`src/rtl/ir_pulse_width_frame_decoder_defines.svh`:
```
// Assertion helpers shared by the decoder RTL.
`ifndef IR_PULSE_WIDTH_FRAME_DECODER_DEFINES_SVH
`define IR_PULSE_WIDTH_FRAME_DECODER_DEFINES_SVH

// Condition and consequence checked in the same cycle.
`define IRPWD_ASSERT_SAME(label, clk, rst, ante, cons) \
   label: assert property (@(posedge clk) disable iff (rst) (ante) |-> (cons)) \
      else $error("same-cycle check failed");

// Consequence checked in the cycle after the condition.
`define IRPWD_ASSERT_NEXT(label, clk, rst, ante, cons) \
   label: assert property (@(posedge clk) disable iff (rst) (ante) |=> (cons)) \
      else $error("next-cycle check failed");

`endif

```
`src/rtl/irpwd_pkg.sv`:
```
`default_nettype none
package irpwd_pkg;

   localparam int unsigned WIDTH_W     = 16;
   localparam int unsigned CMD_W       = 8;
   localparam int unsigned CMD_POS_W   = 3;
   localparam int unsigned CMD_FIRST_BIT = 16;
   localparam int unsigned CMD_END_BIT   = 24;

   localparam logic [WIDTH_W-1:0] START_THR_RESET  = 16'd3000;
   localparam logic [WIDTH_W-1:0] REPEAT_THR_RESET = 16'd1700;
   localparam logic [WIDTH_W-1:0] ONE_THR_RESET    = 16'd900;
   localparam logic [WIDTH_W-1:0] ZERO_THR_RESET   = 16'd400;

   typedef enum logic [1:0] {
      KIND_COMMAND = 2'd0,
      KIND_REPEAT  = 2'd1,
      KIND_INVALID = 2'd2
   } kind_type;

   typedef enum logic [1:0] {
      REG_START  = 2'd0,
      REG_REPEAT = 2'd1,
      REG_ONE    = 2'd2,
      REG_ZERO   = 2'd3
   } reg_index_type;

   typedef enum logic {
      TOK_REPEAT = 1'b0,
      TOK_BIT    = 1'b1
   } token_kind_type;

   typedef struct packed {
      logic [WIDTH_W-1:0] start_thr;
      logic [WIDTH_W-1:0] repeat_thr;
      logic [WIDTH_W-1:0] one_thr;
      logic [WIDTH_W-1:0] zero_thr;
   } thresh_type;

   // One classified request handed from the front to the back.
   typedef struct packed {
      token_kind_type       kind;
      logic                 one;
      logic                 bad;
      logic                 cmd_en;
      logic [CMD_POS_W-1:0] cmd_pos;
      logic                 last;
   } token_type;

   typedef struct packed {
      logic in_frame;
      logic last_bit;
   } front_status_type;

endpackage
`default_nettype wire

```
`src/rtl/irpwd_req_if.sv`:
```
`default_nettype none
interface irpwd_req_if;
   logic                             valid;
   logic                             ready;
   logic [irpwd_pkg::WIDTH_W-1:0]    pulse_width;

   modport source (output valid, output pulse_width, input ready);
   modport sink   (input valid, input pulse_width, output ready);
endinterface
`default_nettype wire

```
`src/rtl/irpwd_rsp_if.sv`:
```
`default_nettype none
interface irpwd_rsp_if;
   logic                           valid;
   logic                           ready;
   logic [1:0]                     kind;
   logic [irpwd_pkg::CMD_W-1:0]    command;

   modport source (output valid, output kind, output command, input ready);
   modport sink   (input valid, input kind, input command, output ready);
endinterface
`default_nettype wire

```
`src/rtl/irpwd_front.sv`:
```
`default_nettype none
module irpwd_front #(
   parameter int unsigned FRAME_BITS = 32
) (
   input  wire                          clock,
   input  wire                          reset,
   irpwd_req_if.sink                    req_ch,
   input  wire irpwd_pkg::thresh_type   thresh,
   output irpwd_pkg::token_type         push_token,
   output logic                         push_valid,
   input  wire                          push_ready,
   output irpwd_pkg::front_status_type  status
);

   localparam int unsigned IDX_W = $clog2(FRAME_BITS);

   logic             in_frame_ff, in_frame_in;
   logic [IDX_W-1:0] bit_idx_ff, bit_idx_in;
   logic [IDX_W-1:0] cmd_offset;
   logic             accept;
   logic             above_start, above_repeat, above_one, above_zero;
   logic             last_bit;

   assign req_ch.ready = push_ready;
   assign accept       = req_ch.valid && push_ready;

   assign above_start  = req_ch.pulse_width > thresh.start_thr;
   assign above_repeat = req_ch.pulse_width > thresh.repeat_thr;
   assign above_one    = req_ch.pulse_width > thresh.one_thr;
   assign above_zero   = req_ch.pulse_width > thresh.zero_thr;

   assign last_bit   = bit_idx_ff == IDX_W'(FRAME_BITS - 1);
   assign cmd_offset = bit_idx_ff - IDX_W'(irpwd_pkg::CMD_FIRST_BIT);

   always_comb begin
      push_token.kind    = in_frame_ff ? irpwd_pkg::TOK_BIT : irpwd_pkg::TOK_REPEAT;
      // The one test wins even when the thresholds are crossed.
      push_token.one     = above_one;
      push_token.bad     = !above_one && !above_zero;
      push_token.cmd_en  = (bit_idx_ff >= IDX_W'(irpwd_pkg::CMD_FIRST_BIT))
                           && (bit_idx_ff < IDX_W'(irpwd_pkg::CMD_END_BIT));
      push_token.cmd_pos = cmd_offset[irpwd_pkg::CMD_POS_W-1:0];
      push_token.last    = last_bit;
      // Idle requests that start a frame or are too short leave no token.
      push_valid = req_ch.valid && (in_frame_ff || (!above_start && above_repeat));
   end

   always_comb begin
      in_frame_in = in_frame_ff;
      bit_idx_in  = bit_idx_ff;
      if (accept) begin
         if (!in_frame_ff) begin
            if (above_start) begin
               in_frame_in = 1'b1;
               bit_idx_in  = '0;
            end
         end else if (last_bit) begin
            in_frame_in = 1'b0;
            bit_idx_in  = '0;
         end else begin
            bit_idx_in = bit_idx_ff + 1'b1;
         end
      end
   end

   always_ff @(posedge clock) begin
      if (reset) begin
         in_frame_ff <= 1'b0;
         bit_idx_ff  <= '0;
      end else begin
         in_frame_ff <= in_frame_in;
         bit_idx_ff  <= bit_idx_in;
      end
   end

   assign status.in_frame = in_frame_ff;
   assign status.last_bit = last_bit;

endmodule
`default_nettype wire

```
`src/rtl/irpwd_queue.sv`:
```
`default_nettype none
module irpwd_queue (
   input  wire                     clock,
   input  wire                     reset,
   input  wire                     push_valid,
   input  wire irpwd_pkg::token_type push_token,
   output logic                    push_ready,
   output logic                    pop_valid,
   output irpwd_pkg::token_type    pop_token,
   input  wire                     pop
);

   irpwd_pkg::token_type mem_ff [2];
   logic                 wr_ptr_ff, rd_ptr_ff;
   logic [1:0]           count_ff, count_in;
   logic                 do_push, do_pop;

   assign push_ready = count_ff != 2'd2;
   assign pop_valid  = count_ff != 2'd0;
   assign pop_token  = mem_ff[rd_ptr_ff];
   assign do_push    = push_valid && push_ready;
   assign do_pop     = pop && pop_valid;

   always_comb begin
      count_in = count_ff;
      if (do_push && !do_pop) begin
         count_in = count_ff + 2'd1;
      end else if (do_pop && !do_push) begin
         count_in = count_ff - 2'd1;
      end
   end

   always_ff @(posedge clock) begin
      if (do_push) begin
         mem_ff[wr_ptr_ff] <= push_token;
      end
   end

   always_ff @(posedge clock) begin
      if (reset) begin
         wr_ptr_ff <= 1'b0;
         rd_ptr_ff <= 1'b0;
         count_ff  <= 2'd0;
      end else begin
         count_ff <= count_in;
         if (do_push) begin
            wr_ptr_ff <= !wr_ptr_ff;
         end
         if (do_pop) begin
            rd_ptr_ff <= !rd_ptr_ff;
         end
      end
   end

endmodule
`default_nettype wire

```
`src/rtl/irpwd_back.sv`:
```
`default_nettype none
module irpwd_back (
   input  wire                       clock,
   input  wire                       reset,
   input  wire                       pop_valid,
   input  wire irpwd_pkg::token_type pop_token,
   output logic                      pop,
   irpwd_rsp_if.source               rsp_ch
);

   logic                          out_valid_ff, out_valid_in;
   irpwd_pkg::kind_type           out_kind_ff, out_kind_in;
   logic [irpwd_pkg::CMD_W-1:0]   out_cmd_ff, out_cmd_in;
   logic [irpwd_pkg::CMD_W-1:0]   cmd_ff, cmd_in;
   logic                          bad_ff, bad_in;
   logic [irpwd_pkg::CMD_W-1:0]   cmd_next;
   logic                          bad_next;

   assign pop = pop_valid && (!out_valid_ff || rsp_ch.ready);

   always_comb begin
      cmd_next = cmd_ff;
      if (pop_token.one && pop_token.cmd_en) begin
         cmd_next[pop_token.cmd_pos] = 1'b1;
      end
      bad_next = bad_ff || pop_token.bad;
   end

   always_comb begin
      out_valid_in = out_valid_ff;
      out_kind_in  = out_kind_ff;
      out_cmd_in   = out_cmd_ff;
      cmd_in       = cmd_ff;
      bad_in       = bad_ff;
      if (rsp_ch.ready) begin
         out_valid_in = 1'b0;
      end
      if (pop) begin
         unique case (pop_token.kind)
            irpwd_pkg::TOK_REPEAT: begin
               out_valid_in = 1'b1;
               out_kind_in  = irpwd_pkg::KIND_REPEAT;
               out_cmd_in   = '0;
            end
            irpwd_pkg::TOK_BIT: begin
               if (pop_token.last) begin
                  out_valid_in = 1'b1;
                  out_kind_in  = bad_next ? irpwd_pkg::KIND_INVALID
                                          : irpwd_pkg::KIND_COMMAND;
                  out_cmd_in   = bad_next ? '0 : cmd_next;
                  cmd_in       = '0;
                  bad_in       = 1'b0;
               end else begin
                  cmd_in = cmd_next;
                  bad_in = bad_next;
               end
            end
            default: begin
               out_valid_in = out_valid_ff;
            end
         endcase
      end
   end

   always_ff @(posedge clock) begin
      out_kind_ff <= out_kind_in;
      out_cmd_ff  <= out_cmd_in;
      if (reset) begin
         out_valid_ff <= 1'b0;
         cmd_ff       <= '0;
         bad_ff       <= 1'b0;
      end else begin
         out_valid_ff <= out_valid_in;
         cmd_ff       <= cmd_in;
         bad_ff       <= bad_in;
      end
   end

   assign rsp_ch.valid   = out_valid_ff;
   assign rsp_ch.kind    = out_kind_ff;
   assign rsp_ch.command = out_cmd_ff;

endmodule
`default_nettype wire

```
`src/rtl/ir_pulse_width_frame_decoder.sv`:
```
// Decoder for NEC-style IR remote frames that works on measured high-pulse
// widths in microseconds, one request per pulse. While idle, a pulse above
// the start threshold opens a frame and a shorter pulse above the repeat
// threshold yields a repeat result; other idle pulses are dropped. Inside a
// frame the next FRAME_BITS pulses are data bits, and the last one yields
// either the command byte (frame bits 16 to 23, least significant first) or
// an invalid-frame result if any bit was above neither the one nor the zero
// threshold. The block takes one request every clock cycle while the queue
// has room: the front compares the width against the four thresholds
// combinationally, a two-entry queue separates it from the back, and the
// back registers each result. There is no clearing pass after reset. The
// thresholds sit in four APB registers at byte addresses 0, 4, 8 and 12 and
// should only be written while no request is in flight.
`default_nettype none
`include "ir_pulse_width_frame_decoder_defines.svh"
module ir_pulse_width_frame_decoder #(
   parameter int unsigned FRAME_BITS = 32
) (
   input  wire          clock,
   input  wire          reset,
   irpwd_req_if.sink    req_ch,
   irpwd_rsp_if.source  rsp_ch,
   input  wire          csr_psel,
   input  wire          csr_penable,
   input  wire          csr_pwrite,
   input  wire  [3:0]   csr_paddr,
   input  wire  [31:0]  csr_pwdata,
   output logic [31:0]  csr_prdata,
   output logic         csr_pready
);

   // Threshold registers, written by a completed APB write access.
   irpwd_pkg::thresh_type thresh_ff, thresh_in;
   irpwd_pkg::reg_index_type csr_index;
   logic csr_write;

   irpwd_pkg::token_type        push_token, pop_token;
   logic                        push_valid, push_ready, pop_valid, pop;
   irpwd_pkg::front_status_type front_status;

   assign csr_pready = 1'b1;
   assign csr_index  = irpwd_pkg::reg_index_type'(csr_paddr[3:2]);
   assign csr_write  = csr_psel && csr_penable && csr_pwrite && csr_pready;

   always_comb begin
      thresh_in = thresh_ff;
      if (csr_write) begin
         unique case (csr_index)
            irpwd_pkg::REG_START:  thresh_in.start_thr  = csr_pwdata[15:0];
            irpwd_pkg::REG_REPEAT: thresh_in.repeat_thr = csr_pwdata[15:0];
            irpwd_pkg::REG_ONE:    thresh_in.one_thr    = csr_pwdata[15:0];
            irpwd_pkg::REG_ZERO:   thresh_in.zero_thr   = csr_pwdata[15:0];
            default:               thresh_in = thresh_ff;
         endcase
      end
   end

   // Read data is a plain decode of the register index.
   always_comb begin
      unique case (csr_index)
         irpwd_pkg::REG_START:  csr_prdata = {16'd0, thresh_ff.start_thr};
         irpwd_pkg::REG_REPEAT: csr_prdata = {16'd0, thresh_ff.repeat_thr};
         irpwd_pkg::REG_ONE:    csr_prdata = {16'd0, thresh_ff.one_thr};
         irpwd_pkg::REG_ZERO:   csr_prdata = {16'd0, thresh_ff.zero_thr};
         default:               csr_prdata = '0;
      endcase
   end

   always_ff @(posedge clock) begin
      if (reset) begin
         thresh_ff.start_thr  <= irpwd_pkg::START_THR_RESET;
         thresh_ff.repeat_thr <= irpwd_pkg::REPEAT_THR_RESET;
         thresh_ff.one_thr    <= irpwd_pkg::ONE_THR_RESET;
         thresh_ff.zero_thr   <= irpwd_pkg::ZERO_THR_RESET;
      end else begin
         thresh_ff <= thresh_in;
      end
   end

   // The front classifies each request and tracks frame position.
   irpwd_front #(
      .FRAME_BITS (FRAME_BITS)
   ) u_front (
      .clock      (clock),
      .reset      (reset),
      .req_ch     (req_ch),
      .thresh     (thresh_ff),
      .push_token (push_token),
      .push_valid (push_valid),
      .push_ready (push_ready),
      .status     (front_status)
   );

   // The queue lets the front keep accepting while a result is stalled.
   irpwd_queue u_queue (
      .clock      (clock),
      .reset      (reset),
      .push_valid (push_valid),
      .push_token (push_token),
      .push_ready (push_ready),
      .pop_valid  (pop_valid),
      .pop_token  (pop_token),
      .pop        (pop)
   );

   // The back assembles the command byte and drives the result register.
   irpwd_back u_back (
      .clock     (clock),
      .reset     (reset),
      .pop_valid (pop_valid),
      .pop_token (pop_token),
      .pop       (pop),
      .rsp_ch    (rsp_ch)
   );

   // Only a command result may carry a nonzero command byte.
   `IRPWD_ASSERT_SAME(a_cmd_zero, clock, reset,
      rsp_ch.valid && (rsp_ch.kind != irpwd_pkg::KIND_COMMAND), rsp_ch.command == '0)

   // Accepting the last data bit of a frame returns the front to idle.
   `IRPWD_ASSERT_NEXT(a_frame_ends, clock, reset,
      req_ch.valid && req_ch.ready && front_status.in_frame && front_status.last_bit,
      !front_status.in_frame)

   // A repeat token is only ever produced while no frame is open.
   `IRPWD_ASSERT_SAME(a_repeat_idle, clock, reset,
      push_valid && (push_token.kind == irpwd_pkg::TOK_REPEAT), !front_status.in_frame)

endmodule
`default_nettype wire
```
`src/flat_wrapper.sv`:
```
// flat-port wrapper written by rule: the top's interface ports become plain ports
module ir_pulse_width_frame_decoder_flat 
#(
   parameter int unsigned FRAME_BITS = 32
)
  (clock, reset, csr_psel, csr_penable, csr_pwrite, csr_paddr, csr_pwdata, csr_prdata, csr_pready, req_ch_valid, req_ch_pulse_width, req_ch_ready, rsp_ch_valid, rsp_ch_kind, rsp_ch_command, rsp_ch_ready);
  irpwd_req_if req_ch_i ();
  irpwd_rsp_if rsp_ch_i ();
  input  wire clock;
  input  wire reset;
  input  wire csr_psel;
  input  wire csr_penable;
  input  wire csr_pwrite;
  input  wire  [3:0] csr_paddr;
  input  wire  [31:0] csr_pwdata;
  output logic [31:0] csr_prdata;
  output logic csr_pready;
  input wire logic [$bits(req_ch_i.valid)-1:0] req_ch_valid;
  input wire logic [$bits(req_ch_i.pulse_width)-1:0] req_ch_pulse_width;
  output wire logic [$bits(req_ch_i.ready)-1:0] req_ch_ready;
  output wire logic [$bits(rsp_ch_i.valid)-1:0] rsp_ch_valid;
  output wire logic [$bits(rsp_ch_i.kind)-1:0] rsp_ch_kind;
  output wire logic [$bits(rsp_ch_i.command)-1:0] rsp_ch_command;
  input wire logic [$bits(rsp_ch_i.ready)-1:0] rsp_ch_ready;
  assign req_ch_i.valid = req_ch_valid;
  assign req_ch_i.pulse_width = req_ch_pulse_width;
  assign req_ch_ready = req_ch_i.ready;
  assign rsp_ch_valid = rsp_ch_i.valid;
  assign rsp_ch_kind = rsp_ch_i.kind;
  assign rsp_ch_command = rsp_ch_i.command;
  assign rsp_ch_i.ready = rsp_ch_ready;
  ir_pulse_width_frame_decoder #(.FRAME_BITS(FRAME_BITS)) u_core (.clock(clock), .reset(reset), .req_ch(req_ch_i), .rsp_ch(rsp_ch_i), .csr_psel(csr_psel), .csr_penable(csr_penable), .csr_pwrite(csr_pwrite), .csr_paddr(csr_paddr), .csr_pwdata(csr_pwdata), .csr_prdata(csr_prdata), .csr_pready(csr_pready));
endmodule
```
`config.mk`:
```
export PLATFORM = sky130hd
export DESIGN_NAME = ir_pulse_width_frame_decoder_flat
export DESIGN_NICKNAME = d
export VERILOG_FILES = /design/src/rtl/irpwd_pkg.sv /design/src/rtl/irpwd_req_if.sv /design/src/rtl/irpwd_rsp_if.sv /design/src/rtl/irpwd_front.sv /design/src/rtl/irpwd_queue.sv /design/src/rtl/irpwd_back.sv /design/src/rtl/ir_pulse_width_frame_decoder.sv /design/src/flat_wrapper.sv
export VERILOG_INCLUDE_DIRS = /design/src /design/src/rtl
export SDC_FILE = /design/constraint.sdc
export NUM_CORES = 1
export LEC_CHECK = 0
export ABC_AREA = 1
export ABC_CLOCK_PERIOD_IN_PS = 3900
export BUFFER_PORTS_ARGS = -buffer_cell sky130_fd_sc_hd__buf_4
export CORE_AREA = 2 2 148 150
export DETAILED_ROUTE_END_ITERATION = 8
export DIE_AREA = 0 0 150 152
export HOLD_SLACK_MARGIN = 0.02
export PLACE_DENSITY = 0.52
export SLEW_MARGIN = 20
export SYNTH_ARGS = -nofsm -noshare
export SYNTH_HDL_FRONTEND = slang
export SYNTH_SLANG_ARGS = --single-unit
```
`constraint.sdc`:
```
create_clock -name clock -period 3.9 [get_ports clock]
set_input_delay 0.195 -clock clock [delete_from_list [all_inputs] [get_ports clock]]
set_output_delay 0.195 -clock clock [all_outputs]
set_load 0.03 [all_outputs]
```
# == After elaboration in Yosys (flattened, before gate mapping) ==
# Memories as Yosys holds them, arrays and structs flattened. A register that Yosys moved wholly into a read port is not among the register bits.
# Index checks and enable logic that the tools add are counted.
# Widths: inputs -> output; s select.
# totals
register_bits,94
ramBits,16
inputBits,59
output_inout_bits,45
memories,1
# memory_table
memory,depth,word_bits,read_ports,rd_ports_with_merged_regs,wr,line_no,rtl
u_core.u_queue.mem_ff,2,8,1,1,1,irpwd_queue.sv:13,irpwd_pkg::token_type mem_ff [2];
# classes
addsub,4
n_lt_le_gt_ge,8
n_eq_ne,6
muxes,29
bitwise_logic,2
n_reduce_logical,36
# op_table
op,count
$pmux 32 s4,1
$gt 16x16->1,4
$mux 8,4
$pmux 8 s2,1
$mux 5,3
$logic_and 1x1->1,14
$reduce_and 2->1,7
$mux 1,13
$logic_not 1->1,8
$mux 2,4
$or 8x8->8,1
$reduce_bool 2->1,3
$add 5x1->5 const B,1
$eq 5x5->1 const B,1
$ge 5x5->1 const B,1
$lt 5x5->1 const B,1
$eq 2x2->1 const B,2
$lt 3x4->1 const B,1
$pmux 2 s2,1
$demux 1 s3,1
$ge 3x1->1 const B,1
$logic_or 1x1->1,3
$sub 3x1->3 const B,1
$add 2x1->2 const B,1
other kinds (7),7

# == Longest topological paths before layout ==
# Gate-level depths: netlist (run 1).
# depth
depth_word,10
mapped_depth,19
ltp_nobuf,19

# == Cells and area by module ==
# From an unflattened synthesis (run 1), not the netlist that was laid out.
# unflattened
hier_cells,972
area_unflattened_um2,6921.6
# modules_own_cells
module,n_inst,cells_per_inst,area_each_um2,seq_area_each_um2
ir_pulse_width_frame_decoder,1,463,3046.7,1281.2
irpwd_front,1,327,2105.8,120.1
irpwd_back,1,120,943.4,500.5
irpwd_queue,1,62,825.8,580.6

# == Worst setup path after synthesis (run 1) ==
# Ideal clock, no wire load.
# synth_path
path_kind,reg2reg
start,register u_core.thresh_ff[63] (netlist name)
end,memory u_core.u_queue.mem_ff[1][0] (netlist name) (enable)
t_arrival_ns,1.824
required_time_ns,3.523
slack_ns,1.699
stages_incl_launch_ff,9
path_buffers,0
synth_period_minus_slack_ns,2.201
cell_sequence,dfxtp_1 -> inv_1 -> ha_1 -> nand2_1 -> nor4_1 -> nand3_1 -> nand2_1 -> nand2_1 -> a21oi_1
# synth_between
elab_chain_cells,8
# synth_lines
item,line_no,rtl
from (decl),ir_pulse_width_frame_decoder.sv:33,"irpwd_pkg::thresh_type thresh_ff, thresh_in;"
from (signal assigned),ir_pulse_width_frame_decoder.sv:76,thresh_ff <= thresh_in;
$gt 16x16->1,irpwd_front.sv:27,assign above_start = req_ch.pulse_width > thresh.start_thr;
$logic_not 1->1,irpwd_front.sv:45,push_valid = req_ch.valid && (in_frame_ff || (!above_start && above_repeat));
$logic_and 1x1->1,irpwd_front.sv:45,
$logic_or 1x1->1,irpwd_front.sv:45,
$logic_and 1x1->1,irpwd_front.sv:45,
$logic_and 1x1->1,irpwd_queue.sv:21,assign do_push = push_valid && push_ready;
$mux 1,irpwd_queue.sv:34,if (do_push) begin
$mux 1 (not written as such),irpwd_queue.sv:35,mem_ff[wr_ptr_ff] <= push_token;
to (decl),irpwd_queue.sv:13,
# Every way passes these cells.

# == Worst setup path after layout (run 1) ==
# layout_path
start,register u_core.thresh_ff[61] (netlist name)
end,memory u_core.u_queue.mem_ff[1][5] (netlist name) (enable)
# Same word-level chain as after synthesis.

==> impl_summary.log, run 1 <==
INFO  metric finish.utilization = between 30% and 40%
INFO  metric diodes = 0
INFO  metric total_power = 3.110 mW
INFO  metric post-synth-top-area-cell = sky130_fd_sc_hd__dfxtp_1
INFO  metric worstSetupEndpointType = flip-flop
INFO  metric min-delay-path-class = in -> reg
INFO  metric vias = ~5000
INFO  metric clk_path_buf_depth = 2
INFO  metric drv_cap = 0
INFO  metric initial_antenna_violation_count = 0
INFO  metric clk_root_buffer_cell = sky130_fd_sc_hd__clkbuf_16
INFO  metric die_area = 0.02280 mm2
INFO  metric cts_post_setup_buffers_inserted = 0
INFO  metric first_global_vias = 4779
INFO  metric syn_avg_cell_area = 7.886 um2
INFO  metric arrival = 2.62 ns
INFO  metric ys_seq_area_share = roughly 41%
INFO  metric drv_slew = 0
INFO  metric post_synth_main_area_contributors = sky130_fd_sc_hd__dfxtp_1 28%, sky130_fd_sc_hd__ha_1 14%, sky130_fd_sc_hd__edfxtp_1 13%
INFO  metric fin_tns_setup = 0 ns
INFO  metric min_period_over_period = 67.54%
INFO  metric synth.cells.most_frequent = 118 x sky130_fd_sc_hd__a21oi_1, 113 x sky130_fd_sc_hd__nand2_1, 102 x sky130_fd_sc_hd__inv_1
INFO  metric hold_ws = 0.07250 ns
INFO  metric wirelength = 16010 um
INFO  metric drt_first_pass_iters = 5
INFO  metric cts_hold_buffers = 0
INFO  metric worstSetupStartpointType = flip-flop
INFO  metric fin_nets = 955
INFO  metric yosys_warnings = 0
INFO  metric timing.clock.skew = 0.01165 ns
INFO  metric library_cells_used_by_synthesis = 32
INFO  metric powerDensity = 436.2 mW/mm2
INFO  metric min_period = between 2 and 3 ns
INFO  metric vdd_drop_max = 239.5 uV
INFO  metric p_leak = 3.051 nW
INFO  metric route.detailed.wl_per_inst = 14.37 um
INFO  metric syn_inst = between 700 and 800
INFO  metric post_synth_instance_area = approximately 0.0061 mm2
INFO  metric cts.reportedPaths.clkPinSlew = 0.08 ns
INFO  metric portion_of_netlist_area_occupied_by_mux_cells = 0%
INFO  metric synth_top_area_share = 27.95%
INFO  metric post-synth-top-count-cell = sky130_fd_sc_hd__a21oi_1
INFO  metric dieWidth = ~150 um
INFO  metric synth_compound_gate_area_share = approximately 21%
INFO  metric placed_instance_area = 0.006812 mm2
INFO  metric cts_num_sinks = roughly 110
INFO  metric maxSlewHeadroom = 33.82%
INFO  metric synth_edf_count = 26
INFO  metric p_r_area_growth_vs_syn = 17.12%
INFO  metric crit_path_max_fanout = 9
INFO  metric synth_async_sr_flop_share = 0%
INFO  metric io-pin-count = 104
INFO  metric finish.instance_area = 0.007131 mm2
INFO  metric post-dp-hpwl = 11650 um
INFO  metric worst_skew_pair.late_latency = between 0.3 and 0.4 ns
INFO  metric finalWeightedCongestion = 0.7772
INFO  metric fp.coreArea = 0.02135 mm2
INFO  metric total_cts_buffers = 9
INFO  metric outcome = finished, final reports clean
INFO  metric tritoncts = built
INFO  metric final_layout_size_suffix_gt1_share = approximately 12%
INFO  metric setup_viol = 0
INFO  metric die_height = 152 um
INFO  metric final_hold_viol_count = 0
INFO  metric tightestPinTransition = 0.9916 ns
INFO  metric drt_drc_violations_left = 0
INFO  metric rows = between 50 and 60
INFO  metric dominantRegCellSynth = sky130_fd_sc_hd__dfxtp_1
INFO  metric synth_adder_area_share = 13.77%
INFO  metric postCtsResizedCells = 0
INFO  metric grt_resource_usage_total = 14.36%
INFO  metric portBuffers = 68
INFO  metric htreeDepth = 3
INFO  metric routed_via_density = between 4 and 5
INFO  metric crit_required = ~4 ns
INFO  metric timing.fmax = ~0.38 GHz
INFO  metric synth_top_family_by_area = compound AO/OA/AOI/OAI gates
INFO  metric gr-total-overflow = 0
INFO  metric grt_first_pass_wirelength = between 20000 and 30000 um
INFO  metric synth_simple_gate_area_share = 14.49%
INFO  metric grt_setup_unrepaired = false
INFO  metric largest_net_degree_at_the_start_of_global_routing = 70
INFO  metric antenna_left = 0
INFO  metric initial_core_util = 28.52%
INFO  metric criticalPathCategory = reg -> reg
INFO  metric drt_iter0_drc = approximately 280
INFO  metric postSynthRegisterBits = 111
INFO  metric synth_xor_area_share = 0%
==> per-stage QoR <==
step | setup slack, ns | std cells
6_report | 1.266 | 1114
3_5_place_dp | 1.246 | 1098
4_1_cts | 1.212 | 1114
2_1_floorplan | 1.699 | 787
5_1_grt | 1.028 | 1114
3_3_place_gp | 1.277 | 1098
==> metal layers <==
metal  GRT usage (%)  up-vias  routed length (um)
li1                -     2679                   -
met1           19.05     2308                7409
met2           23.94      123                7577
met3           2.402       16                 767
met4           4.088        0                 257
met5               0        -                   0
==> path summary, 6_finish.rpt <==
check,from,endpoint,slack [ns],cells after the start
hold / removal,csr_pwdata[4],u_core.thresh_ff[52]$_SDFFE_PP1P_,0.07,3
setup / recovery,u_core.thresh_ff[61]$_SDFFE_PP0P_,u_core.u_queue.mem_ff[1][5]$_DFFE_PP_,1.27,8
setup reg to reg,u_core.thresh_ff[61]$_SDFFE_PP0P_,u_core.u_queue.mem_ff[1][5]$_DFFE_PP_,1.27,8
hold reg to reg,u_core.u_queue.rd_ptr_ff$_SDFFE_PP0P_,u_core.u_queue.rd_ptr_ff$_SDFFE_PP0P_,0.46,1
==> placed cells by master, fill, tap and decap left out, types with 21 or more instances in the layout <==
cell type and count:
sky130_fd_sc_hd__dfxtp_1 85, sky130_fd_sc_hd__edfxtp_1 26, sky130_fd_sc_hd__buf_4 71, sky130_fd_sc_hd__a21oi_1 118, sky130_fd_sc_hd__nor2_1 46, sky130_fd_sc_hd__ha_1 67, sky130_fd_sc_hd__o21ai_0 92, sky130_fd_sc_hd__inv_1 101
sky130_fd_sc_hd__nand2_1 113, sky130_fd_sc_hd__o211ai_1 21
==> critical path: stages (launching register included) <==
cell,delay [ns]
sky130_fd_sc_hd__dfxtp_1,0.31
sky130_fd_sc_hd__inv_1,0.06
sky130_fd_sc_hd__ha_1,0.29
sky130_fd_sc_hd__nand2_1,0.10
sky130_fd_sc_hd__nor4_1,0.38
sky130_fd_sc_hd__nand3_1,0.18
sky130_fd_sc_hd__nand2_1,0.10
sky130_fd_sc_hd__nand2_1,0.11
sky130_fd_sc_hd__a21oi_1,0.73
==> cell type report <==
cell class / count / area, um2
tap: 280 / 350.3
multi-input combinational: 530 / 3048
timing repair buffer: 71 / 533.0
clock buffer: 9 / 225.2
clock inverter: 7 / 93.84
sequential: 111 / 2482
fill: 2296 / 14220
inverter: 106 / 397.9
==> state kept, by name, summed over array words and instances, names as in the netlist, named ones only <==
name and flops:
u_core.u_front.in_frame_ff 1, u_core.u_queue.mem_ff 16, u_core.u_back.cmd_ff 8, u_core.u_queue.wr_ptr_ff 1, u_core.u_back.rsp_ch.command 8, u_core.u_queue.count_ff 2
u_core.u_back.rsp_ch.kind 2, u_core.u_queue.rd_ptr_ff 1, u_core.u_front.bit_idx_ff 5, u_core.u_back.rsp_ch.valid 1, u_core.thresh_ff 64, u_core.u_back.bad_ff 1
==> power breakdown <==
group,internal (mW),switching (mW)
Combinational,0.251,0.550
Clock,0.466,0.502
Sequential,1.30,0.0421
==> cell families after synthesis <==
| logic type | count (synthesis) |
|---|---|
| simple gates | 208 |
| compound gates | 238 |
| other cells | 2 |
| flops | 111 |
| fa+ha+maj | 67 |
| buf+inv | 146 |
No activity file was read; power rests on OpenSTA's default activity.
==> inputs of run 2 (changes only) <==
--- a/config.mk
+++ b/config.mk
@@ -6,12 +6,12 @@
 export SDC_FILE = /design/constraint.sdc
 export NUM_CORES = 1
 export LEC_CHECK = 0
-export ABC_AREA = 1
-export ABC_CLOCK_PERIOD_IN_PS = 3900
+export ABC_AREA = 0
+export ABC_CLOCK_PERIOD_IN_PS = 2700
 export BUFFER_PORTS_ARGS = -buffer_cell sky130_fd_sc_hd__buf_4
-export CORE_AREA = 2 2 148 150
+export CORE_AREA = 2 2 152 154
 export DETAILED_ROUTE_END_ITERATION = 8
-export DIE_AREA = 0 0 150 152
+export DIE_AREA = 0 0 154 156
 export HOLD_SLACK_MARGIN = 0.02
 export PLACE_DENSITY = 0.52
 export SLEW_MARGIN = 20
==> constraint.sdc (replaced) <==
create_clock -name clock -period 2.7 [get_ports clock]
set_input_delay 0.135 -clock clock [delete_from_list [all_inputs] [get_ports clock]]
set_output_delay 0.135 -clock clock [all_outputs]
set_load 0.03 [all_outputs]
==> impl_summary.log, run 2 <==
INFO  metric cts.reportedPaths.clkPinSlew = 0.09 ns
INFO  metric io-pin-count = roughly 100
INFO  metric final_layout_size_suffix_gt1_share = 21.36%
INFO  metric worstSetupStartpointType = flip-flop
INFO  metric timing.fmax = ~0.37 GHz
INFO  metric regToRegEndpoint = u_core.u_queue.count_ff[1]$_SDFFE_PP0P_
INFO  metric routed_via_density = 4.824
INFO  metric p_leak = 3.072 nW
INFO  metric dieWidth = approximately 150 um
INFO  metric ys_seq_area_share = approximately 39%
INFO  metric synth_edf_count = 26
INFO  metric dominantRegCellSynth = sky130_fd_sc_hd__dfxtp_1
INFO  metric first_global_vias = 5264
INFO  metric drt_iter0_drc = 191
INFO  metric antenna_left = 0
INFO  metric yosys_warnings = 0
INFO  metric outcome = finished, final reports clean
INFO  metric clk_path_buf_depth = 2
INFO  metric min-delay-path-class = in -> reg
INFO  metric final.fill_count = 2335
INFO  metric total_power = roughly 4.5 mW
INFO  metric timing.clock.skew = 0.01147 ns
INFO  metric die_area = about 0.024 mm2
INFO  metric maxSlewHeadroom = between 40% and 50%
INFO  metric tritoncts = built
INFO  metric largest_register_ffs = 64
INFO  metric drt_drc_violations_left = 0
INFO  metric power.switching = 1.513 mW
INFO  metric final_cell_mix = 129 x sky130_fd_sc_hd__nand2_1, 97 x sky130_fd_sc_hd__buf_4, 75 x sky130_fd_sc_hd__dfxtp_1
INFO  metric placed_instance_area = 0.007274 mm2
INFO  metric grt_setup_unrepaired = true
INFO  metric layout_commonest_cell = sky130_fd_sc_hd__nand2_1
INFO  metric syn_inst = 728
INFO  metric r2r_slack = 0.03 ns
INFO  metric synth_async_sr_flop_share = 0%
INFO  metric post-dp-hpwl = 12670 um
INFO  metric seq_power_share = between 40% and 50%
INFO  metric final_hold_viol_count = 0
INFO  metric largest_net_degree_at_the_start_of_global_routing = 37
INFO  metric diodes = 0
INFO  metric crit_path_max_fanout = 4
INFO  metric vias = 5282
INFO  metric die_height = 156 um
INFO  metric tightestPinTransition = 0.8121 ns
INFO  metric rows = 55
INFO  metric initial_antenna_violation_count = 0
INFO  metric p_r_area_growth_vs_syn = 22.44%
INFO  metric postSynthRegisterBits = approximately 110
INFO  metric post_synth_main_area_contributors = sky130_fd_sc_hd__dfxtp_1 27%, sky130_fd_sc_hd__ha_1 13%, sky130_fd_sc_hd__edfxtp_1 12%
INFO  metric htreeDepth = 3
INFO  metric gr-total-overflow = 0
INFO  metric criticalPathCategory = reg -> reg
INFO  metric combPwrFrac = approximately 25%
INFO  metric worst_skew_pair.late_latency = 0.36 ns
INFO  metric fin_nets = just over 900
INFO  metric fin_tns_setup = 0 ns
INFO  metric drv_cap = 0
INFO  metric syn_avg_cell_area = 8.817 um2
INFO  metric sw_frac_of_total = roughly a third
INFO  metric min_period = 2.668 ns
INFO  metric crit_required = 2.99 ns
INFO  metric grt_first_pass_wirelength = 27630 um
INFO  metric r2r_cells = 12
INFO  metric post-synth-top-area-cell = sky130_fd_sc_hd__dfxtp_1
INFO  metric fin_ws = 0.03190 ns
INFO  metric registers.top_by_ff_count = u_core.thresh_ff
INFO  metric timing.critical_path.from = u_core.thresh_ff[63]$_SDFFE_PP0P_
INFO  metric setup_viol = 0
INFO  metric p_clk_share = 31.3%
INFO  metric cts_num_sinks = roughly 110
INFO  metric seq_area = 0.002495 mm2
INFO  metric grt_resource_usage_total = 14.69%
INFO  metric total_cts_buffers = 9
INFO  metric route.detailed.wl_per_inst = 15.84 um
INFO  metric wirelength = 17350 um
INFO  metric initial_core_util = about 29%
INFO  metric clk_root_buffer_cell = sky130_fd_sc_hd__clkbuf_16
INFO  metric synth_top_area_share = 26.51%
INFO  metric finish.instance_area = between 0.007 and 0.008 mm2
INFO  metric post_synth_instance_area = 0.006419 mm2
INFO  metric fp.coreArea = approximately 0.022 mm2
INFO  metric arrival = a little under 3 ns
INFO  metric vdd_drop_max = 265.7 uV
INFO  metric post-synth-top-count-cell = sky130_fd_sc_hd__nand2_1
INFO  metric powerDensity = between 500 and 600 mW/mm2
INFO  metric finalWeightedCongestion = 0.8480
INFO  metric place_worst_setup_slack = -0.1281 ns
INFO  metric library_cells_used_by_synthesis = between 50 and 60
INFO  metric drt_first_pass_iters = 4
INFO  metric synth.cells.most_frequent = 131 x sky130_fd_sc_hd__nand2_1, 85 x sky130_fd_sc_hd__dfxtp_1, 73 x sky130_fd_sc_hd__a21oi_1
INFO  metric multi_input_comb_area = approximately 0.0037 mm2
INFO  metric min_period_over_period = a little over nine tenths
INFO  metric largestRegisters = u_core.thresh_ff x64, u_core.u_queue.mem_ff x16
INFO  metric cp-endpoint = u_core.u_queue.count_ff[1]$_SDFFE_PP0P_
INFO  metric worstSetupEndpointType = flip-flop
INFO  metric portBuffers = 68
INFO  metric intPower = 2.994 mW
INFO  metric r2r_start = u_core.thresh_ff[63]$_SDFFE_PP0P_
INFO  metric drv_slew = 0
==> run 2: power by group through the flow <==
stage / clock network [mW] / logic [mW] / registers, mW
floorplan: 0 / 0.657 / 2.05
global placement: 0 / 1.10 / 2.00
detailed placement: 0 / 1.10 / 2.00
CTS: 1.46 / 1.12 / 1.96
global route: 1.51 / 1.26 / 1.98
finish: 1.41 / 1.14 / 1.96
==> run 2: repair_timing <==
| item | in CTS | in global routing |
|---|---|---|
| endpoints found under the setup margin | 2 | 10 |
| hold buffers | 4 | 0 |
| hold endpoints to repair | 9 | 0 |
| gates resized for setup | 8 | 31 |
| pin swaps | 7 | 7 |
| buffers inserted | 1 | 2 |
==> run 2: how the worst min path moves through the flow <==
| stage | slack (ns) | cells after the start | start | to |
|---|---|---|---|---|
| 2_1_floorplan | 0.27 | 2 | csr_pwdata[10] | u_core.thresh_ff[10]$_SDFFE_PP0P_ |
| 3_3_place_gp | 0.40 | 3 | csr_pwdata[9] | u_core.thresh_ff[57]$_SDFFE_PP1P_ |
| 3_5_place_dp | 0.40 | 3 | csr_pwdata[11] | u_core.thresh_ff[59]$_SDFFE_PP1P_ |
| 4_1_cts | 0.02 | 3 | csr_pwdata[7] | u_core.thresh_ff[7]$_SDFFE_PP1P_ |
| 5_1_grt | 0.02 | 3 | csr_pwdata[13] | u_core.thresh_ff[61]$_SDFFE_PP0P_ |
| 6_report | 0.03 | 3 | csr_pwdata[7] | u_core.thresh_ff[7]$_SDFFE_PP1P_ |
==> run 2: kinds of logic (layout without fill, tap and decap cells) <==
group / Yosys count / in the layout / share of synthesized area, %
mux: 21 / 21 / 6.433
buf+inv: 118 / 185 / 8.148
other cells: 2 / 17 / 0.1170
simple gates: 245 / 245 / 17.27
compound gates: 161 / 161 / 15.89
fa+ha+maj: 67 / 67 / 13.06
xor+xnor: 3 / 3 / 0.4094
flops: 111 / 111 / 38.67
==> run 2: cell type report <==
cell class              instances  area share, %
repair buffers                101          9.776
clock buffers                   9          2.866
flip-flops and latches        111          31.75
inverters                      68          3.248
multi-input cells             514          46.66
well taps                     285          4.537
clock inverters                 7          1.162
==> run 2: critical path, stage by stage (launching register included) <==
cell	delay, ns
sky130_fd_sc_hd__dfxtp_2	0.33
sky130_fd_sc_hd__inv_1	0.06
sky130_fd_sc_hd__ha_4	0.28
sky130_fd_sc_hd__nand4_4	0.14
sky130_fd_sc_hd__nor4_4	0.30
sky130_fd_sc_hd__o21ai_1	0.11
sky130_fd_sc_hd__a31o_1	0.27
sky130_fd_sc_hd__a32oi_2	0.22
sky130_fd_sc_hd__inv_1	0.08
sky130_fd_sc_hd__ha_2	0.19
sky130_fd_sc_hd__xor2_1	0.15
sky130_fd_sc_hd__or3_1	0.34
sky130_fd_sc_hd__a21oi_2	0.12
==> run 2: layer usage <==
| layer | global-route usage, % | share of wire (%) | vias up | wire, um |
|---|---|---|---|---|
| li1 | - | - | 2663 | - |
| met1 | 17.91 | 45 | 2493 | 7759 |
| met2 | 25.65 | 49 | 94 | 8486 |
| met3 | 2.972 | 3.6 | 32 | 627 |
| met4 | 5.429 | 2.7 | 0 | 471 |
| met5 | 0 | 0 | - | 0 |
==> run 2: metrics by stage <==
step | hold WS, ns | utilization [%] | std cells
3_3_place_gp | 0.3958 | 32.53 | 1072
6_report | 0.02881 | 35.14 | 1095
3_5_place_dp | 0.3958 | 32.53 | 1072
2_1_floorplan | 0.2710 | - | 743
4_1_cts | 0.02043 | 34.36 | 1093
5_1_grt | 0.02449 | 35.14 | 1095
